===== src/i2cm_pkg.sv =====
// i2cm_pkg: shared types and codes for the I2C master bit engine.
// Used by i2cm_core and i2c_master_bit_engine; depends on nothing.

package i2cm_pkg;

    // Item kinds
    localparam logic OP_TICK = 1'b0;
    localparam logic OP_CMD  = 1'b1;

    // Command codes
    typedef enum logic [1:0] {
        CMD_START = 2'd0,
        CMD_STOP  = 2'd1,
        CMD_WRITE = 2'd2,
        CMD_READ  = 2'd3
    } cmd_t;

    // Sequencer phases
    typedef enum logic [4:0] {
        PH_IDLE     = 5'd0,
        PH_START_A  = 5'd1,
        PH_START_B  = 5'd2,
        PH_STOP_A   = 5'd3,
        PH_STOP_B   = 5'd4,
        PH_W_LOW    = 5'd5,
        PH_W_HIGH   = 5'd6,
        PH_W_GAP    = 5'd7,
        PH_ACK_HIGH = 5'd8,
        PH_ACK_POLL = 5'd9,
        PH_R_LOW    = 5'd10,
        PH_R_HIGH   = 5'd11,
        PH_RA_LOW   = 5'd12,
        PH_RA_HIGH  = 5'd13
    } phase_t;

    localparam int HALF_W = 13;

    // Reset values of the timing register and its one-third gap
    localparam logic [HALF_W-1:0] HALF_RESET = 13'd12;
    localparam logic [HALF_W-1:0] GAP_RESET  = 13'd4;

    // Reciprocal of 3 for 13-bit values: floor(x * 2731 / 8192) == x / 3
    localparam logic [11:0] THIRD_MUL   = 12'd2731;
    localparam int          THIRD_SHIFT = 13;

    // One result word
    typedef struct packed {
        logic       scl_out;
        logic       sda_release;
        logic       busy_res;
        logic       done_res;
        logic       ack_timeout;
        logic [7:0] rx_byte;
    } result_t;

endpackage


===== src/i2cm_core.sv =====
// i2cm_core: bus sequencer state and its combinational next-state logic.
// Each accepted word updates the state; the matching result word is produced.
// Depends on i2cm_pkg.

module i2cm_core #(
    parameter int ACK_POLL_LIMIT = 250
) (
    input  logic                        clk,
    input  logic                        rst_n,
    input  logic                        step,
    input  logic                        operation,
    input  logic [1:0]                  command,
    input  logic [7:0]                  tx_byte,
    input  logic                        send_ack,
    input  logic                        sda_in,
    input  logic [i2cm_pkg::HALF_W-1:0] half_ticks,
    input  logic [i2cm_pkg::HALF_W-1:0] gap_ticks,
    output i2cm_pkg::result_t           result
);

    i2cm_pkg::phase_t            phase_reg, phase_next;
    logic [i2cm_pkg::HALF_W-1:0] dly_reg, dly_next;
    logic [3:0]                  bit_reg, bit_next;
    logic [7:0]                  shift_reg, shift_next;
    logic [7:0]                  poll_reg, poll_next;
    logic                        scl_reg, scl_next;
    logic                        sda_reg, sda_next;
    logic                        ackc_reg, ackc_next;
    i2cm_pkg::cmd_t              cmd_reg, cmd_next;
    logic                        done;
    logic                        tmo;
    logic                        wait_over;
    logic [3:0]                  bit_inc;
    logic [7:0]                  shift_sh;

    // State registers
    always_ff @(posedge clk or negedge rst_n)
    begin
        if (!rst_n)
        begin
            phase_reg <= i2cm_pkg::PH_IDLE;
            dly_reg   <= '0;
            bit_reg   <= '0;
            shift_reg <= '0;
            poll_reg  <= '0;
            scl_reg   <= 1'b1;
            sda_reg   <= 1'b1;
            ackc_reg  <= 1'b0;
            cmd_reg   <= i2cm_pkg::CMD_START;
        end
        else if (step)
        begin
            phase_reg <= phase_next;
            dly_reg   <= dly_next;
            bit_reg   <= bit_next;
            shift_reg <= shift_next;
            poll_reg  <= poll_next;
            scl_reg   <= scl_next;
            sda_reg   <= sda_next;
            ackc_reg  <= ackc_next;
            cmd_reg   <= cmd_next;
        end
    end

    assign bit_inc  = bit_reg + 4'd1;
    assign shift_sh = {shift_reg[6:0], 1'b0};

    // Next state for one word: command while idle, or one tick
    always_comb
    begin
        phase_next = phase_reg;
        dly_next   = dly_reg;
        bit_next   = bit_reg;
        shift_next = shift_reg;
        poll_next  = poll_reg;
        scl_next   = scl_reg;
        sda_next   = sda_reg;
        ackc_next  = ackc_reg;
        cmd_next   = cmd_reg;
        done       = 1'b0;
        tmo        = 1'b0;

        // a wait counts down to one; zero or one ends it
        wait_over  = (dly_reg <= i2cm_pkg::HALF_W'(1));

        if (operation == i2cm_pkg::OP_CMD)
        begin
            if (phase_reg == i2cm_pkg::PH_IDLE)
            begin
                cmd_next = i2cm_pkg::cmd_t'(command);
                dly_next = half_ticks;
                unique case (i2cm_pkg::cmd_t'(command))
                    i2cm_pkg::CMD_START:
                    begin
                        sda_next   = 1'b1;
                        scl_next   = 1'b1;
                        phase_next = i2cm_pkg::PH_START_A;
                    end
                    i2cm_pkg::CMD_STOP:
                    begin
                        sda_next   = 1'b0;
                        scl_next   = 1'b1;
                        phase_next = i2cm_pkg::PH_STOP_A;
                    end
                    i2cm_pkg::CMD_WRITE:
                    begin
                        shift_next = tx_byte;
                        bit_next   = '0;
                        scl_next   = 1'b0;
                        sda_next   = tx_byte[7];
                        phase_next = i2cm_pkg::PH_W_LOW;
                    end
                    i2cm_pkg::CMD_READ:
                    begin
                        shift_next = '0;
                        bit_next   = '0;
                        ackc_next  = send_ack;
                        scl_next   = 1'b0;
                        sda_next   = 1'b1;
                        phase_next = i2cm_pkg::PH_R_LOW;
                    end
                    default:
                    begin
                        phase_next = phase_reg;
                    end
                endcase
            end
        end
        else if (phase_reg == i2cm_pkg::PH_ACK_POLL)
        begin
            // ACK polling: one sample per tick
            if (!sda_in)
            begin
                scl_next   = 1'b0;
                phase_next = i2cm_pkg::PH_IDLE;
                done       = 1'b1;
            end
            else if (poll_reg > 8'(ACK_POLL_LIMIT))
            begin
                sda_next   = 1'b0;
                scl_next   = 1'b1;
                dly_next   = half_ticks;
                phase_next = i2cm_pkg::PH_STOP_A;
            end
            else
            begin
                poll_next = poll_reg + 8'd1;
            end
        end
        else if (phase_reg != i2cm_pkg::PH_IDLE)
        begin
            if (!wait_over)
            begin
                dly_next = dly_reg - i2cm_pkg::HALF_W'(1);
            end
            else
            begin
                dly_next = '0;
                unique case (phase_reg)
                    i2cm_pkg::PH_START_A:
                    begin
                        sda_next   = 1'b0;
                        dly_next   = half_ticks;
                        phase_next = i2cm_pkg::PH_START_B;
                    end
                    i2cm_pkg::PH_START_B:
                    begin
                        scl_next   = 1'b0;
                        phase_next = i2cm_pkg::PH_IDLE;
                        done       = 1'b1;
                    end
                    i2cm_pkg::PH_STOP_A:
                    begin
                        sda_next   = 1'b1;
                        dly_next   = half_ticks;
                        phase_next = i2cm_pkg::PH_STOP_B;
                    end
                    i2cm_pkg::PH_STOP_B:
                    begin
                        phase_next = i2cm_pkg::PH_IDLE;
                        done       = 1'b1;
                        tmo        = (cmd_reg == i2cm_pkg::CMD_WRITE);
                    end
                    i2cm_pkg::PH_W_LOW:
                    begin
                        scl_next   = 1'b1;
                        dly_next   = half_ticks;
                        phase_next = i2cm_pkg::PH_W_HIGH;
                    end
                    i2cm_pkg::PH_W_HIGH:
                    begin
                        scl_next   = 1'b0;
                        dly_next   = gap_ticks;
                        phase_next = i2cm_pkg::PH_W_GAP;
                    end
                    i2cm_pkg::PH_W_GAP:
                    begin
                        shift_next = shift_sh;
                        bit_next   = bit_inc;
                        dly_next   = half_ticks;
                        if (bit_inc < 4'd8)
                        begin
                            sda_next   = shift_sh[7];
                            phase_next = i2cm_pkg::PH_W_LOW;
                        end
                        else
                        begin
                            sda_next   = 1'b1;
                            scl_next   = 1'b1;
                            poll_next  = '0;
                            phase_next = i2cm_pkg::PH_ACK_HIGH;
                        end
                    end
                    i2cm_pkg::PH_ACK_HIGH:
                    begin
                        poll_next  = '0;
                        phase_next = i2cm_pkg::PH_ACK_POLL;
                    end
                    i2cm_pkg::PH_R_LOW:
                    begin
                        scl_next   = 1'b1;
                        dly_next   = half_ticks;
                        phase_next = i2cm_pkg::PH_R_HIGH;
                    end
                    i2cm_pkg::PH_R_HIGH:
                    begin
                        shift_next = {shift_reg[6:0], sda_in};
                        scl_next   = 1'b0;
                        bit_next   = bit_inc;
                        dly_next   = half_ticks;
                        if (bit_inc < 4'd8)
                        begin
                            phase_next = i2cm_pkg::PH_R_LOW;
                        end
                        else
                        begin
                            sda_next   = !ackc_reg;
                            phase_next = i2cm_pkg::PH_RA_LOW;
                        end
                    end
                    i2cm_pkg::PH_RA_LOW:
                    begin
                        scl_next   = 1'b1;
                        dly_next   = half_ticks;
                        phase_next = i2cm_pkg::PH_RA_HIGH;
                    end
                    i2cm_pkg::PH_RA_HIGH:
                    begin
                        scl_next   = 1'b0;
                        phase_next = i2cm_pkg::PH_IDLE;
                        done       = 1'b1;
                    end
                    default:
                    begin
                        phase_next = i2cm_pkg::PH_IDLE;
                    end
                endcase
            end
        end
    end

    // Result word seen after this item
    always_comb
    begin
        result.scl_out     = scl_next;
        result.sda_release = sda_next;
        result.busy_res    = (phase_next != i2cm_pkg::PH_IDLE);
        result.done_res    = done;
        result.ack_timeout = tmo;
        result.rx_byte     = (cmd_next == i2cm_pkg::CMD_WRITE) ? 8'd0 : shift_next;
    end

    // Checks
    a_poll_from_ack: assert property (@(posedge clk) disable iff (!rst_n)
        (phase_reg == i2cm_pkg::PH_ACK_POLL) |->
            ($past(phase_reg) == i2cm_pkg::PH_ACK_POLL ||
             $past(phase_reg) == i2cm_pkg::PH_ACK_HIGH))
        else $error("ACK poll entered from unexpected phase");

    a_bits_bounded: assert property (@(posedge clk) disable iff (!rst_n)
        (phase_reg == i2cm_pkg::PH_W_LOW || phase_reg == i2cm_pkg::PH_R_LOW) |->
            (bit_reg < 4'd8))
        else $error("bit index past last data bit");

    a_tmo_write: assert property (@(posedge clk) disable iff (!rst_n)
        (step && tmo) |-> (cmd_reg == i2cm_pkg::CMD_WRITE && done))
        else $error("timeout flagged outside a write");

endmodule


===== src/i2c_master_bit_engine.sv =====
// i2c_master_bit_engine: top level with timing register, sequencer and output skid.
// Each item's result word goes to the output register, or to the skid under stall.
// Throughput: one item per cycle with the skid empty; one sequencer pass per item.
// Output register plus one skid entry; input stalls only while the skid holds a word.
// Reset (rst_n low, async): bus idle high, sequencer idle, half period 12 ticks.
// Depends on i2cm_pkg and i2cm_core.

module i2c_master_bit_engine #(
    parameter int ACK_POLL_LIMIT = 250
) (
    input  logic                        clk,
    input  logic                        rst_n,
    // input channel
    input  logic                        in_valid,
    output logic                        in_stall,
    input  logic                        operation,
    input  logic [1:0]                  command,
    input  logic [7:0]                  tx_byte,
    input  logic                        send_ack,
    input  logic                        sda_in,
    // output channel
    output logic                        out_valid,
    input  logic                        out_stall,
    output logic                        scl_out,
    output logic                        sda_release,
    output logic                        busy_res,
    output logic                        done_res,
    output logic                        ack_timeout,
    output logic [7:0]                  rx_byte,
    // configuration
    input  logic                        cfg_we,
    input  logic [i2cm_pkg::HALF_W-1:0] cfg_wdata
);

    logic [i2cm_pkg::HALF_W-1:0] half_reg;
    logic [i2cm_pkg::HALF_W-1:0] gap_reg;
    logic [i2cm_pkg::HALF_W+12:0] third_prod;
    logic                        in_acc;
    logic                        out_take;
    logic                        out_valid_reg;
    logic                        skid_valid_reg;
    i2cm_pkg::result_t           res;
    i2cm_pkg::result_t           out_reg;
    i2cm_pkg::result_t           skid_reg;

    // Timing register and its one-third gap, via reciprocal multiply
    assign third_prod = {13'd0, cfg_wdata} * {14'd0, i2cm_pkg::THIRD_MUL};

    always_ff @(posedge clk or negedge rst_n)
    begin
        if (!rst_n)
        begin
            half_reg <= i2cm_pkg::HALF_RESET;
            gap_reg  <= i2cm_pkg::GAP_RESET;
        end
        else if (cfg_we)
        begin
            half_reg <= cfg_wdata;
            gap_reg  <= third_prod[i2cm_pkg::THIRD_SHIFT +: i2cm_pkg::HALF_W];
        end
    end

    // Handshake
    assign in_stall = skid_valid_reg;
    assign in_acc   = in_valid && !skid_valid_reg;
    assign out_take = out_valid_reg && !out_stall;

    i2cm_core #(
        .ACK_POLL_LIMIT (ACK_POLL_LIMIT)
    ) u_core (
        .clk        (clk),
        .rst_n      (rst_n),
        .step       (in_acc),
        .operation  (operation),
        .command    (command),
        .tx_byte    (tx_byte),
        .send_ack   (send_ack),
        .sda_in     (sda_in),
        .half_ticks (half_reg),
        .gap_ticks  (gap_reg),
        .result     (res)
    );

    // Output register and skid: valid flags
    always_ff @(posedge clk or negedge rst_n)
    begin
        if (!rst_n)
        begin
            out_valid_reg  <= 1'b0;
            skid_valid_reg <= 1'b0;
        end
        else if (out_take || !out_valid_reg)
        begin
            if (skid_valid_reg)
            begin
                out_valid_reg  <= 1'b1;
                skid_valid_reg <= 1'b0;
            end
            else
            begin
                out_valid_reg <= in_acc;
            end
        end
        else if (in_acc)
        begin
            skid_valid_reg <= 1'b1;
        end
    end

    // Output register and skid: payload
    always_ff @(posedge clk)
    begin
        if (out_take || !out_valid_reg)
        begin
            out_reg <= skid_valid_reg ? skid_reg : res;
        end
        else if (in_acc)
        begin
            skid_reg <= res;
        end
    end

    assign out_valid   = out_valid_reg;
    assign scl_out     = out_reg.scl_out;
    assign sda_release = out_reg.sda_release;
    assign busy_res    = out_reg.busy_res;
    assign done_res    = out_reg.done_res;
    assign ack_timeout = out_reg.ack_timeout;
    assign rx_byte     = out_reg.rx_byte;

    // Checks
    a_skid_behind_out: assert property (@(posedge clk) disable iff (!rst_n)
        skid_valid_reg |-> out_valid_reg)
        else $error("skid holds a word while output register is empty");

    a_skid_fill: assert property (@(posedge clk) disable iff (!rst_n)
        (in_acc && out_valid_reg && out_stall) |=> skid_valid_reg)
        else $error("word accepted under stall was not parked");

    a_tmo_done: assert property (@(posedge clk) disable iff (!rst_n)
        (out_valid_reg && out_reg.ack_timeout) |->
            (out_reg.done_res && !out_reg.busy_res))
        else $error("timeout without finishing the command");

    a_done_idle: assert property (@(posedge clk) disable iff (!rst_n)
        (out_valid_reg && out_reg.done_res) |-> !out_reg.busy_res)
        else $error("done reported while still busy");

endmodule


===== config.mk =====
export PLATFORM = sky130hd
export DESIGN_NAME = i2c_master_bit_engine
export DESIGN_NICKNAME = d
export VERILOG_FILES = /design/src/i2cm_pkg.sv /design/src/i2cm_core.sv /design/src/i2c_master_bit_engine.sv
export SDC_FILE = /design/constraint.sdc
export NUM_CORES = 1
export LEC_CHECK = 0
export ABC_AREA = 1
export BUFFER_PORTS_ARGS = -buffer_cell sky130_fd_sc_hd__buf_2
export CAP_MARGIN = 0
export CORE_MARGIN = 3
export CORE_UTILIZATION = 25
export DETAILED_ROUTE_END_ITERATION = 8
export HOLD_SLACK_MARGIN = 0.06
export SYNTH_ARGS = -nofsm -noshare
export SYNTH_HDL_FRONTEND = slang
export SYNTH_SLANG_ARGS = --single-unit

===== constraint.sdc =====
create_clock -name clk -period 5.2 [get_ports clk]
set_clock_uncertainty 0.15 [all_clocks]
set_input_delay 0 -clock clk [delete_from_list [all_inputs] [get_ports clk]]
set_output_delay 0 -clock clk [all_outputs]
set_load 0.01 [all_outputs]

==> impl_metrics.tcl <==
set metrics [dict create \
    clock-root-buffer "clkbuf_16" \
    setup.worst_path.class "in2reg" \
    total_power_mw 3.79 \
    multi_input_logic_area_um2 5250 \
    synth_edf_count 26 \
    drc_errors 0 \
    cts_inserted_buffers 9 \
    hold_class "in2reg" \
    grt_first_pass_wirelength_um 37300 \
    avgSynthCellArea_um2 7.79 \
    io_buffers 45 \
    routedLengthMet1_um 10700 \
    netlist_area_before_placement_um2 8650 \
    routed_wire_length_per_instance_um 13.4 \
    regArea_um2 2540 \
    power_density_nw_per_um2 385 \
    critPathArrivalTime_ns 4.87 \
    critical_path.top_delay_family "adder cells" \
    hold_violations 0 \
    timing.critical_path.buf_inv 8 \
    setup_repair_after_global_routing_missed_its_margin "no" \
    final_layout_size_suffix_gt1_share_pct 9.43 \
    worst_skew_pair.late_latency_ns 0.36 \
    synth_ff_type "dfrtp_1" \
    stdcell_area_um2 9850 \
    drt_iter0_drc 379 \
    final_core_util_pct 29.1 \
    gate_count_post_synth 1110 \
    instances_no_fill 1625 \
    initial_core_util_pct 25.6 \
    place_worst_setup_slack_ns 0.666 \
    grtUsageTotal_pct 12.4 \
    core_area_um2 33800 \
    achievable-frequency_ghz 0.212 \
    firstDrtPassIters 5 \
    number_of_vias_in_the_routed_layout 7313 \
    setup_total_negative_slack_ns 0 \
    synth_warnings 0 \
    final_max_slew_viol_count 0 \
    met2WireLength_um 10100 \
    synthesis.nets 1280 \
    number_of_buffers_inserted_for_hold_repair_after_clock_tree_synthesis 27 \
    boundaryPins 46 \
    async_reset_ff_share_pct 72.9 \
    ys_seq_area_share_pct 29.4 \
    vias_in_the_first_global_route 7530 \
    die_w_um 192 \
    routed.top_layer "met4" \
    cts_num_sinks 96 \
    critical_path.max_fanout 5 \
    final_net_count 1342 \
    die_height_um 192 \
    path_common_cell "inv_1" \
    die_area_um2 36900 \
    endpoint_kind "flip-flop" \
    worst_hold_slack_across_all_endpoints_ns 0.119 \
    cts_setup_buffers 0 \
    startpoint_type "input pin" \
    final_setup_violation_count 0 \
    timing.critical_path.required_ns 5.34 \
    finalCriticalPeriod_ns 4.72 \
    clkSlewWorstSetupHoldPaths_ns 0.06 \
    vdd_ir_drop_max_mv 0.169 \
    synth_cell_types 48 \
    worstMarginPinSlew_ns 1.18 \
    critPathSlowestCell "dlygate4sd3_1" \
    clockBufferDepth 2 \
    route.final.wire_length_um 21800 \
    final.fill_count 3626 \
    critical_path.cell_chain "dlygate4sd3_1 -> buf_2 -> ha_1 -> fa_1 -> inv_1 -> fa_1 -> inv_1 -> fa_1 -> inv_1 -> fa_1 -> inv_1 -> ha_1 -> nand2_1 -> inv_1 -> a21oi_1 -> nand2_1 -> a21oi_1 -> inv_1 -> a21oi_1 -> nand2b_1 -> nand3_1 -> nand2_1" \
    via_count_normalized_by_instance_count 4.50 \
    placed_area_um2 9320 \
    max_cap_viol_count 0 \
    grt_antenna_before_repair 0 \
    routabilityCongestion 0.900 \
    post-dp-hpwl_um 17000 \
    p_leak_nw 4.92 \
    critPathMaxStageDelay_ns 0.53 \
    htree_levels 3 \
    outcome "complete, no violations" \
    met3_length_um 636 \
    slew_headroom_pct 21.1 \
    tritoncts "done" \
    flow.area_growth_from_synthesis_pct 13.9 \
    synth-seq-cells 96 \
    setup_ws_ns 0.476 \
    drt.antenna.violating_nets 0 \
    cts-resized-gates 0 \
    grt_start_max_net_pins 71 \
    final_min_period_over_clock_period_pct 90.9 \
    grt-ovfl-total 0 \
    core.rowCount 67 \
    place.detailed.instances 1582 \
    insertedDiodeCount 0 \
]
==> final cells by class <==
type	count	share of cell area (%)
timing repair buffer	74	5.18
clock inverter	4	0.216
tap	448	5.69
inverter	193	7.36
multi-input combinational	798	53.4
clock buffer	12	2.40
sequential	96	25.8
==> cells by family (layout without fill, tap and decap cells) <==
| group | Yosys count | in the layout | share of synthesized area (%) |
|---|---|---|---|
| DFF | 96 | 96 | 29.4 |
| and+or+nand+nor | 470 | 470 | 23.8 |
| adders and majority gates | 139 | 139 | 24.0 |
| xor gates and xnor gates | 13 | 13 | 1.32 |
| muxes | 2 | 2 | 0.260 |
| AOI/OAI and AO/OA | 174 | 174 | 11.4 |
| buffers and inverters | 216 | 283 | 9.88 |
==> synthesized netlist by cell type (11+ instances only) <==
cell type	number	area [µm²]
nor3_1	11	55.1
dfrtp_1	65	1630
clkbuf_1	13	48.8
ha_1	94	1180
o21ai_0	63	315
a21oi_1	41	205
o21ai_1	24	120
inv_2	15	56.3
inv_1	178	668
nand2_1	273	1020
fa_1	45	901
nand3_1	56	280
nand4_1	13	81.3
nor2_1	79	297
edfxtp_1	26	781
==> metal layers <==
layer / global-route usage, % / vias up
met5: 0 / -
met4: 3.59 / 0
met3: 1.22 / 25
met2: 21.2 / 136
met1: 16.6 / 3427
li1: - / 3725
==> layout by cell type (no fill, tap or decap), types with 6 or more instances in the layout <==
| cell | n |
|---|---|
| o21bai_1 | 7 |
| nand3_1 | 56 |
| o21ai_0 | 63 |
| dfrtp_1 | 65 |
| nor4_1 | 6 |
| nand2_1 | 273 |
| o211ai_1 | 9 |
| buf_2 | 45 |
| nand4_1 | 13 |
| clkbuf_16 | 9 |
| dlygate4sd3_1 | 27 |
| xor2_1 | 8 |
| fa_1 | 45 |
| nor3_1 | 11 |
| a31oi_1 | 6 |
| edfxtp_1 | 26 |
| a21oi_1 | 41 |
| ha_1 | 94 |
| o21ai_1 | 24 |
| nor2_1 | 79 |
| inv_1 | 178 |
| inv_2 | 15 |
| nor2_2 | 9 |
==> report_power, final <==
group	internal [mW]	switching (mW)
combinational	0.780	1.33
sequential	0.943	0.125
clock	0.322	0.287
==> path summary, 6_finish.rpt <==
kind | start | endpoint | depth (start not counted) | slack (ns)
max in group asynchronous | rst_n | half_reg[1] | 3 | 4.03
worst min register to register | half_reg[3] | half_reg[3] | 2 | 0.33
worst min-delay path | operation | u_core.bit_reg[2] | 2 | 0.12
worst max register to register | in_stall | u_core.dly_reg[12] | 9 | 2.20
min in group asynchronous | rst_n | in_stall | 3 | 0.25
worst max-delay path | cfg_wdata[2] | gap_reg[9] | 22 | 0.48
Note: power is estimated with default switching activity, not from simulation.
